--- config.mk ---
export PLATFORM = sky130hd
export DESIGN_NAME = apd_front
export DESIGN_NICKNAME = d
export VERILOG_FILES = /design/src/hdl/apd_pkg.sv /design/src/hdl/apd_front.sv
export SDC_FILE = /design/constraint.sdc
export NUM_CORES = 1
export LEC_CHECK = 0
export BUFFER_PORTS_ARGS = -buffer_cell sky130_fd_sc_hd__buf_2
export CAP_MARGIN = 20
export CORE_MARGIN = 3
export CORE_UTILIZATION = 49
export CTS_CLUSTER_DIAMETER = 60
export DETAILED_ROUTE_END_ITERATION = 10
export PLACE_DENSITY = 0.81
export SLEW_MARGIN = 20
export SYNTH_ARGS = -nofsm -noshare
export SYNTH_HDL_FRONTEND = slang
export SYNTH_SLANG_ARGS = --single-unit
--- constraint.sdc ---
create_clock -name aclk -period 6.76 [get_ports aclk]
set_clock_uncertainty 0.2 [all_clocks]
set_input_delay 0.338 -clock aclk [delete_from_list [all_inputs] [get_ports aclk]]
set_output_delay 0.338 -clock aclk [all_outputs]
set_load 0.02 [all_outputs]
--- src/hdl/apd_pkg.sv ---
// Package for the pairwise allele-profile distance block: sizes, codes and the
// queue item type. Depends on nothing.
package apd_pkg;

    localparam int MAX_PROFILES = 64;
    localparam int MAX_LOCI     = 2048;

    localparam int ALLELE_W = 31;
    localparam int NLOCI_W  = 12;
    localparam int DIST_W   = 12;
    localparam int PROF_W   = $clog2(MAX_PROFILES);
    localparam int PCNT_W   = PROF_W + 1;
    localparam int LOCUS_W  = $clog2(MAX_LOCI);

    localparam int STORE_DEPTH = MAX_PROFILES * MAX_LOCI;

    localparam int DIST_MAX = (1 << DIST_W) - 1;

    localparam int QUEUE_DEPTH = 4;
    localparam int QUEUE_AW    = $clog2(QUEUE_DEPTH);

    // Register map.
    localparam int          REG_NUM_LOCI   = 0;
    localparam int          CFG_AW         = 3;
    localparam logic [11:0] NUM_LOCI_RESET = 12'd2048;

    // One classified allele on its way from the front to the back.
    typedef struct packed {
        logic [ALLELE_W-1:0] allele;
        logic [LOCUS_W-1:0]  pos;
        logic [PROF_W-1:0]   prof;
        logic                full;
        logic                new_set;
        logic                complete;
    } apd_item_t;

endpackage

--- src/hdl/apd_front.sv ---
// Front end: accepts alleles, tracks locus position and profile count, and
// classifies each allele for the compare engine. Depends on apd_pkg.
module apd_front (
    input  logic                            aclk,
    input  logic                            aresetn,
    input  logic [apd_pkg::NLOCI_W-1:0]     num_loci,
    input  logic                            s_tvalid,
    output logic                            s_tready,
    input  logic [apd_pkg::ALLELE_W-1:0]    s_allele,
    input  logic                            s_new_set,
    output logic                            push_valid,
    input  logic                            push_ready,
    output apd_pkg::apd_item_t              push_item
);

    logic [apd_pkg::LOCUS_W-1:0] locus_reg, locus_next;
    logic [apd_pkg::PCNT_W-1:0]  pcount_reg, pcount_next;

    logic [apd_pkg::NLOCI_W-1:0] n_eff;
    logic [apd_pkg::LOCUS_W-1:0] pos_raw;
    logic [apd_pkg::LOCUS_W-1:0] pos;
    logic [apd_pkg::NLOCI_W-1:0] pos_inc;
    logic [apd_pkg::PCNT_W-1:0]  p_cur;
    logic                        full;
    logic                        complete;
    logic                        accept;

    assign s_tready   = push_ready;
    assign push_valid = s_tvalid;
    assign accept     = s_tvalid && push_ready;

    // A zero count acts as one locus, anything beyond the store as the maximum.
    always_comb begin
        if (num_loci == '0) begin
            n_eff = apd_pkg::NLOCI_W'(1);
        end else if (num_loci > apd_pkg::NLOCI_W'(apd_pkg::MAX_LOCI)) begin
            n_eff = apd_pkg::NLOCI_W'(apd_pkg::MAX_LOCI);
        end else begin
            n_eff = num_loci;
        end
    end

    always_comb begin
        pos_raw = s_new_set ? '0 : locus_reg;
        p_cur   = s_new_set ? '0 : pcount_reg;
        if (apd_pkg::NLOCI_W'(pos_raw) >= n_eff) begin
            pos = apd_pkg::LOCUS_W'(n_eff - apd_pkg::NLOCI_W'(1));
        end else begin
            pos = pos_raw;
        end
        pos_inc  = apd_pkg::NLOCI_W'(pos) + apd_pkg::NLOCI_W'(1);
        complete = (pos_inc >= n_eff);
        full     = (p_cur >= apd_pkg::PCNT_W'(apd_pkg::MAX_PROFILES));
    end

    always_comb begin
        locus_next  = locus_reg;
        pcount_next = pcount_reg;
        if (accept) begin
            locus_next  = complete ? '0 : apd_pkg::LOCUS_W'(pos_inc);
            pcount_next = (complete && !full) ? p_cur + apd_pkg::PCNT_W'(1) : p_cur;
        end
    end

    always_ff @(posedge aclk) begin
        if (!aresetn) begin
            locus_reg  <= '0;
            pcount_reg <= '0;
        end else begin
            locus_reg  <= locus_next;
            pcount_reg <= pcount_next;
        end
    end

    always_comb begin
        push_item.allele   = s_allele;
        push_item.pos      = pos;
        push_item.prof     = p_cur[apd_pkg::PROF_W-1:0];
        push_item.full     = full;
        push_item.new_set  = s_new_set;
        push_item.complete = complete;
    end

endmodule

Word level (Yosys, flattened, before mapping) --
Cells that the tools add are included.
Operators by class: reduce and logical (&&, ||, !) cells 4, muxes and demuxes 7, $lt $le $gt $ge 4, add/subtract/negate cells 3
Operator list (count):
- $mux 11 | 3
- $mux 12 | 2
- $mux 7 | 2
- $add 11x1->12 const B | 1
- $ge 11x12->1 | 1
- $ge 12x12->1 | 1
- $gt 12x12->1 const B | 1
- $logic_not 12->1 | 1
- $sub 11x1->11 const B | 1
- $add 7x1->7 const B | 1
- $ge 7x7->1 const B | 1
- $logic_and 1x1->1 | 2
- $logic_not 1->1 | 1
Word-level totals: output and inout bits 53, register bits 18

Depth between registers and ports, before layout --
depth after elaboration 9, gate-level depth with buffers 25, mapped depth without buffers 22

Worst setup path before layout --
Ideal clock, no wire load.
path type input port to flip-flop, start point input port num_loci[4] (netlist name), end point register pcount_reg[5] (netlist name), required time 6445 ps, data arrival time 5482 ps, path buffers 2, slack 963 ps, cell stages on the path 24, library setup time 115 ps, cell sequence nor4_2 a31o_2 and2_1 ha_1 nor2b_1 o21ai_0 a21oi_1 a21oi_1 clkbuf_1 mux2i_1 ha_1 nand4_1 mux2i_1 nand2_1 xnor2_1 ha_1 nand2_1 nor3_1 a21oi_1 o41ai_1 clkbuf_1 nand4_1 xor2_1 and2_1
RTL lines:
- start, declared | line apd_front.sv:6 | input logic [apd_pkg::NLOCI_W-1:0] num_loci,
- end signal, assigned | line apd_front.sv:71 | pcount_reg <= pcount_next;
- end, declared | line apd_front.sv:17 | logic [apd_pkg::PCNT_W-1:0] pcount_reg, pcount_next;

==> impl_summary.txt <==
----------------------------------------------------
[Worst setup path]
  Largest driver fanout on the critical path ... 20
  Worst Reg-to-Reg Cells ... 21
  Worst-path cell with the longest stage delay ... sky130_fd_sc_hd__nor4_2
  Arr. time, crit path ... a little over 5 ns
  WS Path Type ... in2out
  Cell breakdown of the critical path ... buf_2, nor4_2, a31o_2, and2_1, ha_1, nor2b_1, o21ai_0, a21oi_1, a21oi_2, buf_4, mux2_2, ha_1, nand4_1, mux2i_1, nand2_1, xnor2_1, ha_1, nand2_1, nor3_1, a21oi_1, o41ai_2, buf_4, buf_2
  Startpoint kind of the worst setup timing path ... primary input
  Worst reg-to-reg setup slack ... 1.74 ns
  Delay of the slowest critical-path stage ... roughly 0.60 ns
  R2r endpoint ... locus_reg[4]
  Data required time at the worst endpoint ... between 6 and 7 ns
  Most used cell, CP ... sky130_fd_sc_hd__ha_1
  Crit end category ... output pin
  CP Capture Point ... push_item[0]
  Beginning of the critical path ... num_loci[4]
  Launch point of the worst reg-to-reg path ... locus_reg[2]

[Floorplanning]
  Starting density of the core ... between 50 and 60%
  Die Height ... between 70 and 80 µm
  Num rows ... 25
  Count of boundary I/O pins ... between 100 and 150
  Width of the chip ... 76.5 µm
  Die area ... 0.00586 mm²
  Floorplan Core Area ... 0.00475 mm²

[Yosys]
  Number of enable flip-flop cells after synthesis ... 0
  Cell type with the highest aggregate area in the netlist ... sky130_fd_sc_hd__dfxtp_1
  Register bit total from synthesis ... 18
  Unique cell type count in the Yosys netlist ... 57
  Cell types occupying the most area after synthesis ... sky130_fd_sc_hd__dfxtp_1 15%, sky130_fd_sc_hd__ha_1 13%, sky130_fd_sc_hd__buf_4 11%, sky130_fd_sc_hd__nand2_1 5.2%, sky130_fd_sc_hd__nor2b_1 4.1%
  Share of the synthesized area in the top cell type ... about 15%
  Post-synthesis instance total ... 311
  Post-synthesis instance area ... 0.00244 mm²
  Async set-reset flop share out of synthesis ... 0%
  Post-Syn Nets ... ~390
  Avg Cell Area, Syn ... between 7 and 8 µm²
  Share of the yosys chip area belonging to registers ... 14.8%
  Most frequently used flop master after synthesis ... sky130_fd_sc_hd__dfxtp_1
  Yosys warns ... 0

[Global routing]
  First-pass GRT wire length ... just over 9 mm
  Vias in the first global route ... about 2100
  Largest net degree at the start of global routing ... 24
  Initial antenna violation count ... 0
  Aggregate global-route resource usage ... about a fifth
  Remaining global-route overflow ... 0

[Clock network]
  Buffer depth of the longest clock path ... 2
  Post-CTS setup buffers ... 0
  TritonCTS clock tree ... built
  Worst-Skew Late Latency ... 0.24 ns
  Hold bufs inserted after CTS ... 0
  Clock slew at the register clock pins of the worst setup and hold paths ... approximately 0.060 ns
  Post-CTS Resized ... 0
  Cell at the root of the clock tree ... sky130_fd_sc_hd__clkbuf_8
  CTS buffer count ... 3
  H-tree levels ... 1
  CTS sink count ... 18

[Status]
  Status ... finished, final reports clean

[Detailed routing]
  Post-route DRC violation count ... 0
  Average vias per placed instance ... ~5.7
  Via count of the routed design ... between 2000 and 2500
  Number of search-and-repair iterations in the first detailed-routing pass ... 4
  Antenna Violating Nets Remaining ... 0
  Starting DRC count in detailed routing ... 128
  Detailed-route wire length per cell ... roughly 15 µm
  Wire length reported by the detailed router ... 5.56 mm

[Timing]
  Number of hold violations in the final report ... 0
  Finish-stage setup viols ... 0
  Post-route setup TNS ... 0 ns
  Unrepaired setup endpoints after global routing ... false
  Final worst path period need ... 5.59 ns
  Pin slew with the least headroom to its limit ... ~0.62 ns
  Share of the clock period used by the worst path ... 82.7%
  Max Clk Rate ... about 180 MHz
  Worst relative slew slack ... 58.1%
  Final count of pins violating max slew ... 0

[Placement]
  HPWL after detailed placement ... ~4.5 mm
  Final RePlAce weighted congestion ... between 0.8 and 0.9
  Number of port buffers ... 38

[Cells and area]
  Commonest non-fill, non-tap cells in the layout ... 38 x sky130_fd_sc_hd__buf_2, 34 x sky130_fd_sc_hd__nand2_1, 26 x sky130_fd_sc_hd__ha_1
  Final antenna diode count ... 0
  Max FFs per register ... 11
  Post-layout net count ... between 300 and 400
  Growth of design area from synthesis to finish ... 0.975%
  Most common library cell in the layout ignoring fill and taps ... sky130_fd_sc_hd__buf_2
  Share of cells above drive strength 1 ... between 20% and 30%

[Power]
  PD cells ... roughly 100 mW/mm²
  Total Power Consumption ... ~260 µW
  Worst vdd rail ir drop ... 0.116 mV
  Static power due to leakage ... 1.11 nW

[Worst hold path]
  Worst min-delay path class ... in2reg
  Cell depth of the worst hold path ... 3

[Run]
  Max cap viols ... 0

----------------------------------------------------
## worst max-delay path, delay by kind of cell
kind | cells | cell delay [ns]
adders and majority gates | 3 | 0.76
AOI/OAI and AO/OA | 6 | 1.04
muxes | 2 | 0.57
and+or+nand+nor | 7 | 1.40
xor gates and xnor gates | 1 | 0.17
buffers and inverters | 4 | 0.77
## layout make-up
class | instances | area (µm²)
clock buffers | 3 | 41.3
fillers | 494 | 2290
inverters | 10 | 37.5
multi-input cells | 237 | 1730
flip-flops and latches | 18 | 360
well taps | 67 | 83.8
repair buffers | 40 | 205
## layer usage
metal / vias to the layer above / part of all wire (%) / track usage (%)
met4: 0 / 0.65 / 4.53
met3: 8 / 5.0 / 2.25
met5: - / 0 / 0
met1: 1004 / 45 / 23.8
met2: 69 / 50 / 33.1
li1: 1060 / - / -
## cell families (layout without fill, tap and decap cells)
| family | count (synthesis) | after routing | synth area share [%] |
|---|---|---|---|
| AO/OA/AOI/OAI | 57 | 57 | 17.1 |
| XOR/XNOR | 15 | 15 | 6.01 |
| adder cells (fa/ha/maj) | 26 | 26 | 13.3 |
| buffers and inverters | 56 | 53 | 14.6 |
| flip-flops | 18 | 18 | 14.8 |
| multiplexers | 16 | 16 | 6.98 |
| AND/OR/NAND/NOR | 123 | 123 | 27.2 |
## power breakdown
part           leakage (nW)  switching [mW]  total, mW  internal [mW]
registers             0.145        0.000822      0.108          0.107
clock network        0.0216          0.0309     0.0703         0.0394
logic                 0.940          0.0498     0.0793         0.0295
## metrics by stage
step	hold WS (ns)	worst slack (ns)	utilization, %	std cells	cell area [µm²]
after floorplan	0.235	0.963	-	311	2440
after global placement	0.249	1.29	50.9	372	2420
after detailed placement	0.253	1.09	50.9	372	2420
after CTS	0.253	1.18	51.8	375	2460
after global routing	0.284	0.750	51.8	375	2460
final	0.257	1.17	51.8	375	2460
## synth_stat cells, types with 2 or more instances
library cell and n:
sky130_fd_sc_hd__a211oi_1 2, sky130_fd_sc_hd__a211oi_2 2, sky130_fd_sc_hd__a21o_1 3, sky130_fd_sc_hd__a21oi_1 10, sky130_fd_sc_hd__a22o_1 7, sky130_fd_sc_hd__a22oi_1 3, sky130_fd_sc_hd__and2_1 8, sky130_fd_sc_hd__and3_1 2
sky130_fd_sc_hd__buf_2 2, sky130_fd_sc_hd__buf_4 36, sky130_fd_sc_hd__clkbuf_1 7, sky130_fd_sc_hd__dfxtp_1 18, sky130_fd_sc_hd__ha_1 26, sky130_fd_sc_hd__inv_1 9, sky130_fd_sc_hd__mux2_2 8, sky130_fd_sc_hd__mux2i_1 8
sky130_fd_sc_hd__nand2_1 34, sky130_fd_sc_hd__nand2b_1 8, sky130_fd_sc_hd__nand3_1 11, sky130_fd_sc_hd__nand4_1 4, sky130_fd_sc_hd__nor2_1 15, sky130_fd_sc_hd__nor2b_1 16, sky130_fd_sc_hd__nor3_1 10, sky130_fd_sc_hd__nor3b_1 2
sky130_fd_sc_hd__nor4_1 2, sky130_fd_sc_hd__nor4_2 2, sky130_fd_sc_hd__o21ai_0 14, sky130_fd_sc_hd__or2_2 2, sky130_fd_sc_hd__xnor2_1 5, sky130_fd_sc_hd__xor2_1 8
## how the worst min path moves through the flow
stage	start	to	slack [ns]
3_3_place_gp	locus_reg[7]	locus_reg[7]	0.25
6_report	aresetn	pcount_reg[3]	0.26
2_1_floorplan	locus_reg[10]	locus_reg[10]	0.23
3_5_place_dp	locus_reg[4]	locus_reg[4]	0.25
4_1_cts	aresetn	pcount_reg[3]	0.25
5_1_grt	locus_reg[10]	locus_reg[10]	0.28
Power figures use the tool's default switching activity.
