**config.mk**
```make
export PLATFORM = sky130hd
export DESIGN_NAME = apd_queue
export DESIGN_NICKNAME = d
export VERILOG_FILES = /design/src/hdl/apd_pkg.sv /design/src/hdl/apd_queue.sv
export SDC_FILE = /design/constraint.sdc
export NUM_CORES = 1
export LEC_CHECK = 0
export ABC_AREA = 0
export BUFFER_PORTS_ARGS = -buffer_cell sky130_fd_sc_hd__buf_2
export CAP_MARGIN = 10
export CORE_MARGIN = 4
export CORE_UTILIZATION = 30
export CTS_CLUSTER_SIZE = 12
export DETAILED_ROUTE_END_ITERATION = 6
export GPL_ROUTABILITY_DRIVEN = 0
export HOLD_SLACK_MARGIN = 0.08
export PLACE_DENSITY_LB_ADDON = 0.12
export SYNTH_ARGS = -nofsm -noshare
export SYNTH_HDL_FRONTEND = slang
export SYNTH_SLANG_ARGS = --single-unit
export TNS_END_PERCENT = 1
```
**constraint.sdc**
```tcl
create_clock -name aclk -period 5.35 [get_ports aclk]
set_clock_uncertainty 0.05 [all_clocks]
set_input_delay 1.07 -clock aclk [delete_from_list [all_inputs] [get_ports aclk]]
set_output_delay 1.07 -clock aclk [all_outputs]
set_load 0.005 [all_outputs]
```
**src/hdl/apd_pkg.sv**
```systemverilog
// Package for the pairwise allele-profile distance block: sizes, codes and the
// queue item type. Depends on nothing.
package apd_pkg;

    localparam int MAX_PROFILES = 64;
    localparam int MAX_LOCI     = 2048;

    localparam int ALLELE_W = 31;
    localparam int NLOCI_W  = 12;
    localparam int DIST_W   = 12;
    localparam int PROF_W   = $clog2(MAX_PROFILES);
    localparam int PCNT_W   = PROF_W + 1;
    localparam int LOCUS_W  = $clog2(MAX_LOCI);

    localparam int STORE_DEPTH = MAX_PROFILES * MAX_LOCI;

    localparam int DIST_MAX = (1 << DIST_W) - 1;

    localparam int QUEUE_DEPTH = 4;
    localparam int QUEUE_AW    = $clog2(QUEUE_DEPTH);

    // Register map.
    localparam int          REG_NUM_LOCI   = 0;
    localparam int          CFG_AW         = 3;
    localparam logic [11:0] NUM_LOCI_RESET = 12'd2048;

    // One classified allele on its way from the front to the back.
    typedef struct packed {
        logic [ALLELE_W-1:0] allele;
        logic [LOCUS_W-1:0]  pos;
        logic [PROF_W-1:0]   prof;
        logic                full;
        logic                new_set;
        logic                complete;
    } apd_item_t;

endpackage

```
**src/hdl/apd_queue.sv**
```systemverilog
// Short FIFO of classified alleles between the front end and the compare
// engine. Depends on apd_pkg.
module apd_queue (
    input  logic               aclk,
    input  logic               aresetn,
    input  logic               push_valid,
    output logic               push_ready,
    input  apd_pkg::apd_item_t push_item,
    output logic               pop_valid,
    input  logic               pop_ready,
    output apd_pkg::apd_item_t pop_item
);

    localparam int CNT_W = $clog2(apd_pkg::QUEUE_DEPTH + 1);

    apd_pkg::apd_item_t          mem_reg [apd_pkg::QUEUE_DEPTH];
    logic [apd_pkg::QUEUE_AW-1:0] wr_ptr_reg, wr_ptr_next;
    logic [apd_pkg::QUEUE_AW-1:0] rd_ptr_reg, rd_ptr_next;
    logic [CNT_W-1:0]             count_reg, count_next;
    logic                         do_push;
    logic                         do_pop;

    assign push_ready = (count_reg != CNT_W'(apd_pkg::QUEUE_DEPTH));
    assign pop_valid  = (count_reg != '0);
    assign pop_item   = mem_reg[rd_ptr_reg];
    assign do_push    = push_valid && push_ready;
    assign do_pop     = pop_valid && pop_ready;

    always_comb begin
        wr_ptr_next = do_push ? wr_ptr_reg + apd_pkg::QUEUE_AW'(1) : wr_ptr_reg;
        rd_ptr_next = do_pop ? rd_ptr_reg + apd_pkg::QUEUE_AW'(1) : rd_ptr_reg;
        count_next  = count_reg;
        if (do_push && !do_pop) begin
            count_next = count_reg + CNT_W'(1);
        end else if (do_pop && !do_push) begin
            count_next = count_reg - CNT_W'(1);
        end
    end

    always_ff @(posedge aclk) begin
        if (!aresetn) begin
            wr_ptr_reg <= '0;
            rd_ptr_reg <= '0;
            count_reg  <= '0;
        end else begin
            wr_ptr_reg <= wr_ptr_next;
            rd_ptr_reg <= rd_ptr_next;
            count_reg  <= count_next;
        end
    end

    always_ff @(posedge aclk) begin
        if (do_push) begin
            mem_reg[wr_ptr_reg] <= push_item;
        end
    end

endmodule

```
# Word-level counts from Yosys, hierarchy flattened
# Memory sizes are Yosys's and may differ from the RTL's. A register that Yosys moved wholly into a read port is not among the register bits.
# Index checks and enable logic that the tools add are counted.
word_totals:
  reg_bits: 7
  ram_bits: 204
  input_bits: 55
  output_inout_bits: 53
  word_cells: 23
  n_memories: 1
mem_list:
  columns: ["name", "depth", "width", "rd", "rd_clocked_by_memory_dff", "wr", "line_no", "rtl"]
  rows:
  - ["mem_reg", 4, 51, 1, 1, 1, "apd_queue.sv:16", "apd_pkg::apd_item_t mem_reg [apd_pkg::QUEUE_DEPTH];"]
classes:
  addsub: 4
  eq_ne: 1
  muxes: 6
  n_reduce_logical: 8
op_table:
  columns: ["cell", "count"]
  rows:
  - ["2-to-1 mux 3 bit", 2]
  - ["adder 2 x 1 -> 2 bit, second input constant", 2]
  - ["logical AND 1 bit", 4]
  - ["2-to-1 mux 2 bit", 2]
  - ["adder 3 x 1 -> 3 bit, second input constant", 1]
  - ["!= test 3 bit, second input constant", 1]
  - ["nonzero test 3 bit", 1]
  - ["subtractor 3 x 1 -> 3 bit, second input constant", 1]
  - ["zero test 1 bit", 2]
  - ["2-to-1 mux 1 bit", 2]
  - ["nonzero test 2 bit", 1]

# Depth between registers and ports, before layout
# Gate-level depths: netlist of the first run.
depth:
  depth_word: 6
  mapped_depth: 8
  depth_no_buf: 8

# Worst setup path before layout of the first run
# Ideal clock, no wire load.
synth_timing:
  path_kind: "input port to flip-flop"
  from: "input push_valid"
  to: "memory mem_reg[0][0] (netlist bit) (enable)"
  setup_time_ns: 0.414
  t_arrival_ns: 2.606
  t_required_ns: 4.886
  path_slack_ns: 2.281
  path_stages: 2
  path_buffers: 0
  path_cell_list: "a21boi_2 and2_1"
synth_between:
  elab_chain_len: 3
synth_rtl:
  columns: ["item", "line_no", "rtl"]
  rows:
  - ["from (decl)", "apd_queue.sv:6", "input logic push_valid,"]
  - ["logical AND 1 bit", "apd_queue.sv:26", "assign do_push = push_valid && push_ready;"]
  - ["2-to-1 mux 1 bit", "apd_queue.sv:53", "if (do_push) begin"]
  - ["2-to-1 mux 1 bit (implied by the code)", "apd_queue.sv:54", "mem_reg[wr_ptr_reg] <= push_item;"]
  - ["to (decl)", "apd_queue.sv:16", null]
# No other way between the ends.

==> run summary, run 1 <==
The endpoint required time on the critical path is 4.23 ns. The slew of the pin with the lowest slew margin is 1.13 ns. The final instance area is 9470 µm².

The critical path capture point type is an output port. The run finished with clean final reports. The critical register-to-register path endpoint is count_reg[2]$_SDFFE_PN0P_. The post-cts hold buffer count is 0. The delay of the slowest cell on the worst path came out at 1.02 ns. The minimum period implied by the final worst setup slack came out at 3.69 ns. In this run the vertical extent of the chip is 170 µm. The site row count came out at 59. For this run, the total global-route usage over all layers was measured as 10.5%.

The class of the most critical hold timing path is flop to flop. The routed via count came out at 3,513. Gates resized during post-CTS repair numbered 0. The worst setup path is launched from a flop. Leaving out fill and tap cells, the most frequent cells in the layout are 204 x edfxtp_1, 107 x buf_2, 50 x mux4_2. The number of flip-flops in the largest register came out at 204. The wire-length estimate of the detail-placed layout is 8320 µm. The max capacitance violation total is 0. The number of global-route vias before repair was 3,899. The biggest fanout along the worst timing path is 45. For the worst flop-to-flop path, the logic depth is 8.

In this run the critical register-to-register path is launched from count_reg[0]$_SDFFE_PN0P_. The maximum number of pins on one net before global-route repair is 52. Setup violations remaining at the end of the flow were counted as 0. The worst voltage drop across the vdd grid came out at 0.000215 V. The remaining antenna violation count after routing came out at 0.

The leading cell type in the layout, fill and taps excluded is edfxtp_1. Setup repair after global routing left no endpoint under its margin. The worst setup path category is flop to output port. The post-placement cell area came out at 8750 µm². The accumulated negative setup slack came out at 0 ns. Clock-pin slew was measured on the worst setup and hold paths at 0.06 ns. The post-synthesis cell type count is 25.

The critical path goes through buf_4 -> mux4_2 -> buf_2. The total clock buffers created by CTS is 24. The minimum setup slack among reg-to-reg paths is 2.93 ns. The aggregate global routing overflow is 0. The setup fix buffers added after clock tree synthesis came out at 0. The first-pass detailed-route iteration total is 4. The number of max-slew violations in the final report came out at 0.

The number of hold-slack violations in the final timing report was 0. The area growth from synthesis to layout came out at 19.7%. The post-detailed-route wirelength per cell came out at 19.5 µm. The number of antenna violations at the first check in global routing came out at 0. The static power due to leakage is 3.14 nW.

The period utilization came out at 68.9%. The slowest cell on the critical path is dfxtp_4. The number of instances in the synthesized netlist came out at 315. The combined flip-flop and latch cell area is 6310 µm². Cells with a size suffix above 1 make up 43.8% of the layout. The count of inserted antenna diode cells came out at 0. The number of DRC violations after detailed-routing iteration 0 is 224. The tree is rooted in a clkbuf_16. Fill cells in the final layout number 2,443. The per-cell via count in the routed design came out at 4.45. The net count after synthesis is 376. The full die area came out at 29,000 µm². The depth of the CTS H-tree came out at 1. The area of the multi-input gates came out at 1460 µm². The data arrival time of the critical path came out at 2.57 ns. The post-synthesis sequential element count is 213. The number of top-level design ports is 108. The initial cell density of the core is 30.5%. Dividing total power by cell area gives a power density of 477 nW/µm². The later pin in the worst-skew pair is clocked with a latency of 0.51 ns. The synthesized cell area is 7910 µm². The sequential cell area fraction in the yosys report came out at 79.7%.

The number of clock sinks seen by CTS came out at 213. In this run the tightest slew margin relative to its limit is 24.5%. The count of nets after finishing came out at 498. The placeable core area came out at 26,000 µm². The final routed wirelength across all metal layers came out at 15,400 µm.

TritonCTS built the clock tree. Averaged over all synthesized cells, the footprint is 25.1 µm². The achievable clock frequency is 271 MHz.

The capture point of the worst path is pop_item[24]. In the routed design, unresolved DRC markers number 0. The number of buffers on the longest clock path came out at 3. The die outline width is 170 µm. The total number of yosys warnings is 0.

The global-route wire length before repair came out at 23,100 µm. The number of port buffers came out at 107.
[worst min path at each step]
| stage | depth (start not counted) | slack (ns) | from | endpoint |
|---|---|---|---|---|
| after floorplan | 2 | 0.42 | wr_ptr_reg[1]$_SDFFE_PN0P_ | wr_ptr_reg[1]$_SDFFE_PN0P_ |
| after global placement | 2 | 0.43 | wr_ptr_reg[0]$_SDFFE_PN0P_ | wr_ptr_reg[0]$_SDFFE_PN0P_ |
| after detailed placement | 2 | 0.45 | wr_ptr_reg[1]$_SDFFE_PN0P_ | wr_ptr_reg[1]$_SDFFE_PN0P_ |
| after CTS | 2 | 0.45 | wr_ptr_reg[1]$_SDFFE_PN0P_ | wr_ptr_reg[1]$_SDFFE_PN0P_ |
| after global routing | 2 | 0.49 | wr_ptr_reg[0]$_SDFFE_PN0P_ | wr_ptr_reg[0]$_SDFFE_PN0P_ |
| final | 2 | 0.46 | wr_ptr_reg[1]$_SDFFE_PN0P_ | wr_ptr_reg[1]$_SDFFE_PN0P_ |
[stage by stage]
step	hold WS, ns	std cells	setup WS (ns)	util (%)	power [W]
2_1_floorplan	0.418	315	2.28	-	0.00279
3_3_place_gp	0.428	746	2.10	33.7	0.00310
3_5_place_dp	0.445	746	2.08	33.7	0.00312
4_1_cts	0.453	789	1.53	36.5	0.00462
5_1_grt	0.493	789	1.41	36.5	0.00478
6_report	0.456	789	1.66	36.5	0.00452
[critical path: cells and delay by family (launching register included)]
family                 cells  cell delay [ns]
multiplexers               1             0.52
buffers and inverters      2             0.49
flip-flops                 1             1.02
[power breakdown]
group	internal [W]	leakage, nW	switching (W)	total [W]
combinational	0.000481	0.841	0.000353	0.000834
sequential	0.00203	1.94	0.000175	0.00221
clock	0.000867	0.354	0.000609	0.00148
total	0.00338	3.14	0.00114	0.00452
[area by class of cell]
type                            instances  area share [%]
Inverter                                3           0.119
Clock inverter                         15            1.07
Sequential cell                       213            66.6
Tap cell                              335            4.43
Clock buffer                           28            6.50
Multi-Input combinational cell         86            15.4
Timing Repair Buffer                  109            5.81
[cell families after synthesis]
logic type | share of synthesized area [%]
and+or+nand+nor | 1.15
DFF | 79.7
AOI/OAI and AO/OA | 0.775
buffers and inverters | 1.96
xor gates and xnor gates | 0.443
adders and majority gates | 1.04
muxes | 14.9
[synthesized netlist by cell type, drive strengths merged]
master / count / area share [%]
inv: 3 / 0.14
a21boi: 2 / 0.24
xnor2: 3 / 0.33
and2: 8 / 0.63
xor2: 1 / 0.11
mux2i: 3 / 0.38
or3: 2 / 0.16
ha: 5 / 0.79
clkbuf: 1 / 0.047
o31ai: 1 / 0.27
nand2: 5 / 0.24
fa: 1 / 0.25
o311ai: 1 / 0.21
dfxtp: 9 / 2.3
o21ai: 1 / 0.063
edfxtp: 204 / 77
mux4: 51 / 15
nor2: 1 / 0.047
nor2b: 1 / 0.079
buf: 12 / 1.8
[per-layer routing]
metal	GRT usage, %	wire length [µm]
met5	0	0
met4	2.88	244
met3	2.67	891
met2	18.0	7800
met1	13.4	6460
Note: power is estimated with default switching activity, not from simulation.
==> run 2: changes to the inputs <==
- clock period: 5.35 -> 3.55 ns (I/O delays scaled with it)
==> run summary, run 2 (synthesis results as in run 1) <==
The run finished with clean final reports. In this run the worst hold path is classified as primary input to flop. The clock passes through at most 3 buffers. STA classifies the critical path endpoint as an output port.

The static power due to leakage is 3.18 nW. The y dimension of the die came out at 170 µm. The worst setup path is launched from a flop. Setup repair after global routing left no endpoint under its margin. The tree is rooted in a clkbuf_16.

The slew of the pin with the lowest slew margin is 0.623 ns. The number of cells upsized or downsized after cts is 0. After global routing the overflow that remains totals 0. The clock net in this run drives a total of 213 sinks. The total clock buffers created by CTS came out at 24. The final routed wirelength across all metal layers came out at 15,500 µm. The biggest fanout along the worst timing path came out at 24. Measured along the x axis, the die boundary spans 170 µm. For the worst setup path, the data required time is 2.79 ns. The clock network latency to the later pin of the worst-skew pair is 0.50 ns. The number of setup buffers added after CTS is 0. The number of top-level design ports came out at 108.

The maximum number of pins on one net before global-route repair is 34. The full die area came out at 29,000 µm². The library cell used most frequently in the layout, excluding fill and tap cells, is edfxtp_1. The half-perimeter wire length after detailed placement came out at 9290 µm. For this configuration, the core starts out at a cell density of 30.5%. The worst path uses 83.6% of the clock period. In the layout the commonest cells are 204 x edfxtp_1, 107 x buf_2, 50 x mux4_2. TritonCTS built the clock tree.

For this run, the post-layout net count is 504. The post-detailed-route wirelength per cell came out at 19.5 µm. The number of max-slew violations in the final report was 0.

The global-route wire length before repair is 23,300 µm. Measured against its own limit, the worst slew margin works out to 58.5%. The depth of the CTS H-tree came out at 1. The final instance area is 9590 µm².

The first-pass detailed-route iteration total is 4. The remaining antenna violation count after routing is 0. The number of antenna violations at the first check in global routing came to 1.

The worst voltage drop across the vdd grid is 0.000312 V. The clock-pin slew on the worst setup and hold paths is 0.06 ns. The number of port buffers is 107. After detailed routing, the number of remaining DRC violations is 0. The post-cts hold buffer count came out at 0. The number of hold-slack violations in the final timing report came out at 0. The site row count came out at 59. The per-cell via count in the routed design is 4.49.

The max capacitance violation total is 0. The data arrival time of the critical path came out at 2.21 ns. The minimum period implied by the final worst setup slack is 2.97 ns. Relative to the synthesized area, the layout overhead comes to 21.2%. For this design the ratio of total power to cell area is 715 nW/µm².

Setup violations remaining at the end of the flow were counted as 0. The number of flip-flops in the largest register came out at 204. The placeable core area came out at 26,000 µm².

The number of DRC violations after detailed-routing iteration 0 is 151. The routed via count is 3,566. Static timing analysis puts the maximum clock frequency at 337 MHz. The post-placement cell area is 8870 µm². The worst setup path category is flop to output port.

The fraction of final layout cells sized beyond drive strength 1 came out at 44.1%. For the final routed database, the setup TNS stands at 0 ns. The number of global-route vias before repair is 3,988. In the global route stage, overall resource usage came out at 10.7%.
-- run 2: changes by cell type in the layout (fill, tap and decap cells not counted) --
cell,delta
buf_12,+6
clkbuf_1,+3
clkinv_2,-3
clkinv_1,-2
clkbuf_16,+1
clkinv_8,-1
diode_2,+1
-- run 2: worst paths after layout --
check	start	end	depth (start not counted)	slack, ns
worst max-delay path	flop	pop_item[39]	3	0.58
worst min-delay path	push_item[0]	mem_reg[2][0]$_DFFE_PP_	1	0.37
worst max register to register	count_reg[0]$_SDFFE_PN0P_	count_reg[2]$_SDFFE_PN0P_	8	1.09
worst min register to register	wr_ptr_reg[1]$_SDFFE_PN0P_	wr_ptr_reg[1]$_SDFFE_PN0P_	2	0.45
-- run 2: metal layers --
| metal | track usage [%] | vias to the layer above | wire length, µm |
|---|---|---|---|
| met5 | 0 | - | 13 |
| met1 | 13.4 | 1861 | 6420 |
| met2 | 18.4 | 84 | 7890 |
| li1 | - | 1593 | - |
| met4 | 2.88 | 2 | 251 |
| met3 | 2.67 | 26 | 882 |
-- run 2: power by group --
group	internal [W]	total (W)	switching [W]	leakage [nW]
clock network	0.00135	0.00222	0.000873	0.348
registers	0.00306	0.00323	0.000172	1.94
logic	0.000772	0.00141	0.000634	0.892
total	0.00517	0.00685	0.00168	3.18
-- run 2: worst max-delay path, cell delays in order, from the launching register on --
cell and delay [ns]:
dfxtp_4 0.68, buf_12 0.31, mux4_2 0.57, buf_2 0.15
-- run 2: per-stage QoR --
stage	hold slack, ns	util [%]	instances	setup slack, ns	total power [W]
after floorplan	0.418	-	315	0.841	0.00420
after global placement	0.428	34.2	752	1.02	0.00474
after detailed placement	0.447	34.2	752	0.908	0.00477
after global routing	0.353	36.9	793	0.371	0.00724
after CTS	0.346	36.9	793	0.454	0.00702
final	0.372	36.9	794	0.581	0.00685
-- run 2: final cells by class --
type | instances | area [µm²]
fill | 2433 | 16400
timing repair buffer | 115 | 671
multi-input combinational | 86 | 1460
clock buffer | 32 | 652
tap | 335 | 419
inverter | 3 | 11.3
clock inverter | 9 | 62.6
sequential | 213 | 6310
antenna | 1 | 2.50
==> run 3: changes to the inputs <==
- clock period: 3.55 -> 3.1 ns (I/O delays scaled with it)
==> run summary, run 3 (synthesis results as in run 1) <==
The delay of the slowest cell on the worst path is 0.62 ns. Setup repair after global routing left no endpoint under its margin. Leaving out fill and tap cells, the most frequent cell in the layout is edfxtp_1. Entering global routing, the biggest net connects 34 pins.

The first-pass detailed-route iteration total is 4. Summed over all layers, the routed wires come to 15,600 µm. The die outline width is 170 µm. The slowest stage of the critical path belongs to the cell dfxtp_4. The biggest fanout along the worst timing path is 18. The count of nets after finishing came out at 508. The accumulated negative setup slack is 0 ns. In this run the worst hold path is classified as primary input to flop. The root buffer selected by CTS is clkbuf_16. The area growth from synthesis to layout is 21.7%.

The critical path capture point type is an output port. The top cell types in the final layout, fill and taps aside, are 204 x edfxtp_1, 107 x buf_2, 50 x mux4_2. The worst setup path category is flop to output port. Buffers added to address setup during post-CTS repair amount to 0. The number of max-slew violations in the final report came out at 0. The signal on the critical path passes through buf_12 -> mux4_1 -> buf_2. The post-cts hold buffer count came out at 0. From bottom edge to top edge, the die measures 170 µm.

The minimum period implied by the final worst setup slack is 2.81 ns. The depth of the CTS H-tree is 1. The number of flip-flops in the largest register is 204. The number of global-route vias before repair was 3,996. TritonCTS built the clock tree. The number of top-level design ports came out at 108. The post-detailed-route wirelength per cell is 19.6 µm. The per-cell via count in the routed design is 4.50.

The fraction of final layout cells sized beyond drive strength 1 came out at 45.0%. The number of clock sinks seen by CTS came out at 213. The initial utilization of the core area, before any placement, comes to 30.5%. The run finished with clean final reports.

The normalized max-slew margin is 69.1%. STA classifies the critical path startpoint as a flop. The clock network latency to the later pin of the worst-skew pair is 0.50 ns. The endpoint required time on the critical path came out at 2.43 ns. Based on the critical path, the design can be clocked at up to 356 MHz. The tool flagged a number of max-cap violations equal to 0.

For this run the aggregate overflow at the end of global routing stands at 0. The number of hold-slack violations in the final timing report is 0. The site row count came out at 59. After legalization and detailed placement, the total HPWL measured 9660 µm. Buffers inserted during clock tree synthesis total 24.

Prior to clock tree synthesis, the placed netlist has a worst setup slack of 0.551 ns. The global-route wire length before repair came out at 23,900 µm. The number of cells upsized or downsized after cts came out at 0.

The global router's overall resource usage is 10.8%. The number of antenna violations at the first check in global routing was 2. The slew of the pin with the lowest slew margin is 0.463 ns. The worst hold path begins at push_item[4].

The clock-pin slew on the worst setup and hold paths is 0.06 ns. The routed via count is 3,595. The placeable core area is 26,000 µm².

The data arrival time of the critical path is 2.14 ns. Dividing the final minimum period by the clock period gives 90.7%. IR analysis of the VDD net gives a maximum drop of 0.000347 V. The number of DRC violations after detailed-routing iteration 0 is 186. The number of port buffers came out at 107.

The remaining antenna violation count after routing is 0. The die covers 29,000 µm². Counting along the longest clock path gives a buffer depth of 3.

The number of remaining DRC errors came out at 0. The worst register-to-register path begins at count_reg[0]$_SDFFE_PN0P_. The power per cell area came out at 818 nW/µm². The analysis attributes to cell leakage a power of 3.21 nW. The count of inserted antenna diode cells is 0. The number of failing setup endpoints in the final timing report is 0. The worst setup slack after layout is 0.289 ns.
[run 3: per-layer routing]
layer | share of wire [%] | GRT usage (%) | vias to the layer above
li1 | - | - | 1596
met1 | 41 | 13.7 | 1891
met2 | 52 | 18.7 | 82
met3 | 5.3 | 2.58 | 22
met4 | 1.5 | 2.81 | 4
met5 | 0.17 | 0 | -
[run 3: worst paths after layout]
path,cells past startpoint,end,slack (ns)
worst max-delay path,3,pop_item[46],0.29
worst max register to register,8,count_reg[2]$_SDFFE_PN0P_,0.65
worst min-delay path,1,mem_reg[3][4]$_DFFE_PP_,0.29
worst min register to register,2,wr_ptr_reg[0]$_SDFFE_PN0P_,0.46
[run 3: report_power, final]
part	leakage (nW)	switching (W)	internal (W)	total (W)
logic	0.914	0.000756	0.000901	0.00166
registers	1.94	0.000163	0.00350	0.00366
clock network	0.356	0.00101	0.00155	0.00256
[run 3: layout make-up]
cell class	instances	area (µm²)
fillers	2392	16400
flip-flops and latches	213	6310
multi-input cells	86	1460
clock buffers	38	704
repair buffers	119	701
well taps	335	419
clock inverters	5	22.5
inverters	3	11.3
[run 3: stage by stage]
step | std cells | hold WS, ns | area, µm² | util [%] | power, W
2_1_floorplan | 315 | 0.418 | 7910 | - | 0.00481
3_3_place_gp | 756 | 0.426 | 8900 | 34.3 | 0.00545
3_5_place_dp | 756 | 0.462 | 8900 | 34.3 | 0.00547
4_1_cts | 799 | 0.257 | 9630 | 37.1 | 0.00808
5_1_grt | 799 | 0.262 | 9630 | 37.1 | 0.00835
6_report | 799 | 0.287 | 9630 | 37.1 | 0.00788
[run 3: worst max-delay path, delay by kind of cell (launching register included)]
family	cells	cell delay [ns]
mux	1	0.60
flops	1	0.62
buf+inv	2	0.41
